[src/ropg_pkg.sv]
package ropg_pkg;

  // Width of an item number and of the element count
  localparam int unsigned ItemW = 8;
  // Cells examined past the current one when looking for the next pair
  localparam int unsigned LOOKAHEAD = 3;

  // Table geometry derived from the element count
  typedef struct packed {
    logic [ItemW-1:0] w;     // odd working size
    logic [ItemW-1:0] rows;  // (w+1)/2
    logic [ItemW-1:0] cols;  // w-1
    logic             pad;   // element count is even, cells holding w are dropped
  } geom_t;

  // Table position; one spare column bit so a lookahead step past the end cannot wrap
  typedef struct packed {
    logic [ItemW:0]   col;
    logic [ItemW-1:0] row;
  } pos_t;

  // Pair held in one cell
  typedef struct packed {
    logic             valid;
    logic [ItemW-1:0] first;
    logic [ItemW-1:0] second;
  } pair_t;

  localparam geom_t GeomReset = '{w: 8'd3, rows: 8'd2, cols: 8'd2, pad: 1'b1};
  localparam pos_t  PosStart  = '{col: 9'd1, row: 8'd1};

  // Geometry for a count already saturated into 2..255
  function automatic geom_t make_geom(logic [ItemW-1:0] n);
    geom_t g;
    g.w    = n | 8'd1;
    g.rows = 8'(g.w >> 1) + 8'd1;
    g.cols = g.w - 8'd1;
    g.pad  = ~n[0];
    return g;
  endfunction

  // Next cell in walk order: down the column, then top of the next column
  function automatic pos_t step_pos(pos_t p, geom_t g);
    pos_t s;
    if (p.row >= g.rows) begin
      s.col = p.col + 9'd1;
      s.row = 8'd1;
    end else begin
      s.col = p.col;
      s.row = p.row + 8'd1;
    end
    return s;
  endfunction

endpackage

[src/ropg_cell.sv]
module ropg_cell import ropg_pkg::*; (
  input  geom_t geom_i,
  input  pos_t  pos_i,
  output pair_t pair_o
);

  logic [9:0]        c, r, w, rows, cols, k, q, p, x, y;
  logic signed [10:0] f;
  logic              odd, in_range, skip, has_w;

  // Pair rules for first, last and middle rows
  always_comb begin
    c    = {1'b0, pos_i.col};
    r    = {2'b0, pos_i.row};
    w    = {2'b0, geom_i.w};
    rows = {2'b0, geom_i.rows};
    cols = {2'b0, geom_i.cols};
    odd  = pos_i.col[0];

    in_range = (c != 10'd0) && (c <= cols) && (r != 10'd0) && (r <= rows);

    // k = (oc+1)/2 with oc the odd column at or left of c
    k = odd ? ((c + 10'd1) >> 1) : (c >> 1);
    f = $signed({1'b0, k}) - $signed({1'b0, r}) + 11'sd2;
    p = (f > 11'sd1) ? f[9:0] : (w - 10'd1 + f[9:0]);
    q = k + r;

    skip = 1'b0;
    if (r == 10'd1) begin
      if (odd) begin
        x = 10'd1;
        y = (c + 10'd3) >> 1;
      end else begin
        y = (c + 10'd2) >> 1;
        x = y + 10'd1;
      end
    end else if (r == rows) begin
      x    = rows + ((c + 10'd1) >> 1);
      y    = 10'd1;
      skip = ~odd;
    end else begin
      if (odd) begin
        x = p;
        y = q;
      end else begin
        x = q + 10'd1;
        y = p;
      end
    end

    // padding item never appears in a pair
    has_w = geom_i.pad && ((x == w) || (y == w));

    pair_o.valid = in_range && !skip && !has_w;
    // last column is presented swapped
    if (c == cols) begin
      pair_o.first  = y[ItemW-1:0];
      pair_o.second = x[ItemW-1:0];
    end else begin
      pair_o.first  = x[ItemW-1:0];
      pair_o.second = y[ItemW-1:0];
    end
  end

endmodule

[src/ropg_seek.sv]
module ropg_seek import ropg_pkg::*; (
  input  geom_t geom_i,
  input  pos_t  cur_i,
  output pair_t cur_pair_o,
  output pos_t  next_o,
  output logic  next_found_o
);

  pos_t  cand [LOOKAHEAD+1];
  pair_t pair [LOOKAHEAD+1];

  // Candidate cells: the current one and the few that follow it
  always_comb begin
    cand[0] = cur_i;
    for (int i = 1; i <= int'(LOOKAHEAD); i++) begin
      cand[i] = step_pos(cand[i-1], geom_i);
    end
  end

  for (genvar g = 0; g <= LOOKAHEAD; g++) begin : g_cell
    ropg_cell u_cell (
      .geom_i (geom_i),
      .pos_i  (cand[g]),
      .pair_o (pair[g])
    );
  end

  assign cur_pair_o = pair[0];

  // Earliest candidate after the current one that holds a pair
  always_comb begin
    next_o       = cand[LOOKAHEAD];
    next_found_o = 1'b0;
    for (int i = int'(LOOKAHEAD); i >= 1; i--) begin
      if (pair[i].valid) begin
        next_o       = cand[i];
        next_found_o = 1'b1;
      end
    end
  end

endmodule

[src/ross_pair_order_generator.sv]
// Emits every unordered pair of items 1..N in balanced paired-comparison order,
// one pair per accepted request word; restart_i = 1 rewinds to the first pair first.
// For each request, the pair of the current table cell and the
// position of the next cell holding a pair come from one pass of combinational
// logic over the position register and a three-cell lookahead, and the pair is
// held in an output register, so a new request is taken every cycle while the
// output side keeps up. After the pair flagged last_pair_o, requests produce
// no word until a restart. Writing element_count_i (saturated to
// 2..MAX_ELEMENTS) also rewinds the walk; write only while the block is idle.
module ross_pair_order_generator import ropg_pkg::*; #(
  parameter int unsigned MAX_ELEMENTS = 255
) (
  input  logic             clk_i,
  input  logic             rst_ni,
  input  logic             element_count_we_i,
  input  logic [ItemW-1:0] element_count_i,
  input  logic             in_valid_i,
  output logic             in_ready_o,
  input  logic             restart_i,
  output logic             out_valid_o,
  input  logic             out_ready_i,
  output logic [ItemW-1:0] first_item_o,
  output logic [ItemW-1:0] second_item_o,
  output logic             last_pair_o
);

  localparam logic [ItemW-1:0] MaxCount = ItemW'(MAX_ELEMENTS);
  localparam logic [ItemW-1:0] MinCount = 8'd2;

  geom_t            geom_q, geom_d;
  pos_t             pos_q, pos_d, cur_pos, next_pos;
  logic             done_q, done_d, cur_done;
  pair_t            cur_pair;
  logic             next_found, in_acc, emit;
  logic [ItemW-1:0] count_sat;
  logic             out_valid_q, out_valid_d, last_q;
  logic [ItemW-1:0] first_q, second_q;

  // Saturate the written count
  always_comb begin
    if (element_count_i < MinCount) begin
      count_sat = MinCount;
    end else if (element_count_i > MaxCount) begin
      count_sat = MaxCount;
    end else begin
      count_sat = element_count_i;
    end
  end

  assign in_ready_o = !out_valid_q || out_ready_i;
  assign in_acc     = in_valid_i && in_ready_o;

  // Position seen by this request word
  assign cur_pos  = restart_i ? PosStart : pos_q;
  assign cur_done = restart_i ? 1'b0 : done_q;

  ropg_seek u_seek (
    .geom_i       (geom_q),
    .cur_i        (cur_pos),
    .cur_pair_o   (cur_pair),
    .next_o       (next_pos),
    .next_found_o (next_found)
  );

  assign emit = in_acc && !cur_done && cur_pair.valid;

  // Walk state update
  always_comb begin
    geom_d = geom_q;
    pos_d  = pos_q;
    done_d = done_q;
    if (element_count_we_i) begin
      geom_d = make_geom(count_sat);
      pos_d  = PosStart;
      done_d = 1'b0;
    end else if (in_acc) begin
      pos_d  = cur_pos;
      done_d = cur_done;
      if (!cur_done) begin
        if (cur_pair.valid && next_found) begin
          pos_d = next_pos;
        end else begin
          done_d = 1'b1;
        end
      end
    end
  end

  always_ff @(posedge clk_i or negedge rst_ni) begin
    if (!rst_ni) begin
      geom_q <= GeomReset;
      pos_q  <= PosStart;
      done_q <= 1'b0;
    end else begin
      geom_q <= geom_d;
      pos_q  <= pos_d;
      done_q <= done_d;
    end
  end

  // Output word register
  always_comb begin
    out_valid_d = out_valid_q && !out_ready_i;
    if (emit) begin
      out_valid_d = 1'b1;
    end
  end

  always_ff @(posedge clk_i or negedge rst_ni) begin
    if (!rst_ni) begin
      out_valid_q <= 1'b0;
    end else begin
      out_valid_q <= out_valid_d;
    end
  end

  always_ff @(posedge clk_i) begin
    if (emit) begin
      first_q  <= cur_pair.first;
      second_q <= cur_pair.second;
      last_q   <= !next_found;
    end
  end

  assign out_valid_o   = out_valid_q;
  assign first_item_o  = first_q;
  assign second_item_o = second_q;
  assign last_pair_o   = last_q;

  // The final pair leaves the walk finished
  a_last_sets_done: assert property (@(posedge clk_i) disable iff (!rst_ni)
    (emit && !next_found && !element_count_we_i) |=> done_q)
    else $error("final pair did not end the walk");

  // An unfinished walk always sits on a cell inside the table
  a_pos_in_table: assert property (@(posedge clk_i) disable iff (!rst_ni)
    !done_q |-> (pos_q.row >= 8'd1 && pos_q.row <= geom_q.rows &&
                 pos_q.col >= 9'd1 && pos_q.col <= {1'b0, geom_q.cols}))
    else $error("walk position outside the table");

  // The stored position always holds a pair while the walk is running
  a_cur_cell_valid: assert property (@(posedge clk_i) disable iff (!rst_ni)
    (in_acc && !cur_done) |-> cur_pair.valid)
    else $error("walk position holds no pair");

  // A pair never compares an item with itself
  a_pair_distinct: assert property (@(posedge clk_i) disable iff (!rst_ni)
    out_valid_q |-> (first_q != second_q))
    else $error("pair repeats one item");

endmodule
[config.mk]
export PLATFORM = sky130hd
export DESIGN_NAME = ross_pair_order_generator
export DESIGN_NICKNAME = d
export VERILOG_FILES = /design/src/ropg_pkg.sv /design/src/ropg_cell.sv /design/src/ropg_seek.sv /design/src/ross_pair_order_generator.sv
export SDC_FILE = /design/constraint.sdc
export NUM_CORES = 1
export LEC_CHECK = 0
export CAP_MARGIN = 20
export CORE_MARGIN = 2
export CORE_UTILIZATION = 35
export CTS_CLUSTER_DIAMETER = 200
export DETAILED_ROUTE_END_ITERATION = 8
export DONT_BUFFER_PORTS = 1
export PLACE_DENSITY_LB_ADDON = 0.12
export RECOVER_POWER = 25
export SYNTH_ARGS = -nofsm -noshare
export SYNTH_HDL_FRONTEND = slang
export SYNTH_HIERARCHICAL = 1
export SYNTH_SLANG_ARGS = --single-unit
[constraint.sdc]
create_clock -name clk_i -period 11.2 [get_ports clk_i]
set_input_delay 0.56 -clock clk_i [delete_from_list [all_inputs] [get_ports clk_i]]
set_output_delay 0.56 -clock clk_i [all_outputs]
set_load 0.005 [all_outputs]
==> run metrics <==
worst-skew pair later-pin latency=0.30 ns; Fin Hold WS=0.0996 ns; die area=68000 µm²; DR vias/cell=6.03; wire per inst=22.0 µm; status=finished, violations left; setup tns final=0 ns; RR Startpoint=pos_q[7]; crit path DAT=10.92 ns; die height=261 µm; fraction of layout instances using a drive strength above 1=10.8%; Inserted Diodes=0; final worst-path cycle share=95.5%; CTS Root Cell=clkbuf_16; drt total wl=88800 µm; met2 routed WL=39700 µm; initial antenna violation count=5; Remaining Overflow, GRT=0; GRT Overall Usage=25.2%; R2R Setup Slk=0.51 ns; # DRC=0; Worst path most repeated cell=ha_1; cell row count=94; vias=24400; CP max FO=18; Nets=3480; Clock Skews=0.0132 ns; Final setup viols=0; TritonCTS clock tree=yes; hpwl dp=70700 µm; CTS Buffer Depth=2; cell depth of the worst flop-to-flop path=49; failing checks=capacitance limit, slew limit; critical path's slowest cell=or4_1; Die X-Extent=261 µm; Synthesis Warnings=6; Layout area overhead=8.33%; Worst path top cell family by delay=compound AO/OA/AOI/OAI gates; first-pass GRT wire length=136000 µm; commonest non-fill, non-tap cell in the layout=nor2_1; max cap viols=1; Multi-input gate area=20300 µm²; DRT Pass-1 Iters=6; I/O pin count=33; register area=1400 µm²; Worst-path clk slew=0.08 ns; gpl congestion=0.981; Post-Syn Area=23100 µm²; First DRT Iteration DRCs=2004; I/O Buffers=0; hold crit path type=primary input to async pin; critical path launch point type=flip-flop; minimum clock period=10.69 ns; TritonCTS buffer count=5; reg2reg end=pos_q[0]; final max-slew violation count=31; actual slew at the worst max-slew pin=1.76 ns; CP peak stage delay=0.48 ns; Worst Path Buf+Inv=7; Final Hold Viols=0; largest net degree at the start of global routing=47; fill count=6862; ANT nets after route=0; Starting Density=35.2%; Slew HR=-17.5%; DRT met1 WL=42700 µm; Met3 Wirelength=4310 µm; WP data required=11.43 ns; crit path capture type=flip-flop; DR top layer=met4; syn_area_per_cell=7.22 µm²; FMAX=93.5 MHz; H-Tree Depth=2; most frequent cells in the layout=274 x nor2_1, 264 x ha_1, 255 x inv_1; clock sink count=52; synthesized netlist cell count=3192; Core Area=65500 µm²; vias in the first global route=23100; crit path kind=flip-flop to flip-flop
-- metrics by stage --
stage	worst slack (ns)	utilization (%)	instances	area, µm²
floorplan	0.00695	-	3209	23200
global placement	0.158	37.4	4023	24500
detailed placement	0.0398	37.4	4024	24500
CTS	0.0891	37.7	4033	24700
global route	-0.0747	38.1	4046	25000
finish	0.507	38.1	4046	25000
-- timing repair --
action	CTS	global route
buffers inserted	0	12
endpoints found under the hold margin	30	0
gates resized for setup	0	42
hold buffers	1	0
setup endpoints to repair	0	19
-- final cells by class --
cell class / count / area share, %
multi-input cells: 2726 / 81.4
flip-flops and latches: 52 / 5.59
well taps: 864 / 4.33
repair buffers: 135 / 4.07
inverters: 261 / 3.94
clock buffers: 7 / 0.616
clock inverters: 1 / 0.0351
-- layer usage --
layer  up-vias  GRT usage (%)
met5         -              0
met4         0           5.90
met3       116           1.70
met2       799           40.7
met1     11800           36.2
li1      11700              -
-- state kept, by name, indices dropped and copies added, names as in the netlist --
| signal | cells |
|---|---|
| out_valid_o | 1 |
| geom_q | 16 |
| second_item_o | 8 |
| last_pair_o | 1 |
| done_q | 1 |
| first_item_o | 8 |
| pos_q | 17 |
-- worst max path at each step --
stage	from	endpoint	slack (ns)	cells after the start
finish	pos_q[7]	pos_q[0]	0.51	49
global route	geom_q[16]	pos_q[6]	-0.07	49
CTS	pos_q[0]	pos_q[16]	0.09	49
detailed placement	restart_i	pos_q[16]	0.04	48
global placement	restart_i	pos_q[16]	0.16	48
floorplan	restart_i	pos_q[16]	0.007	55
Power is left out: the tool's default activity adds up to more than one toggle a clock period on the data nets, which glitch-free logic cannot reach.
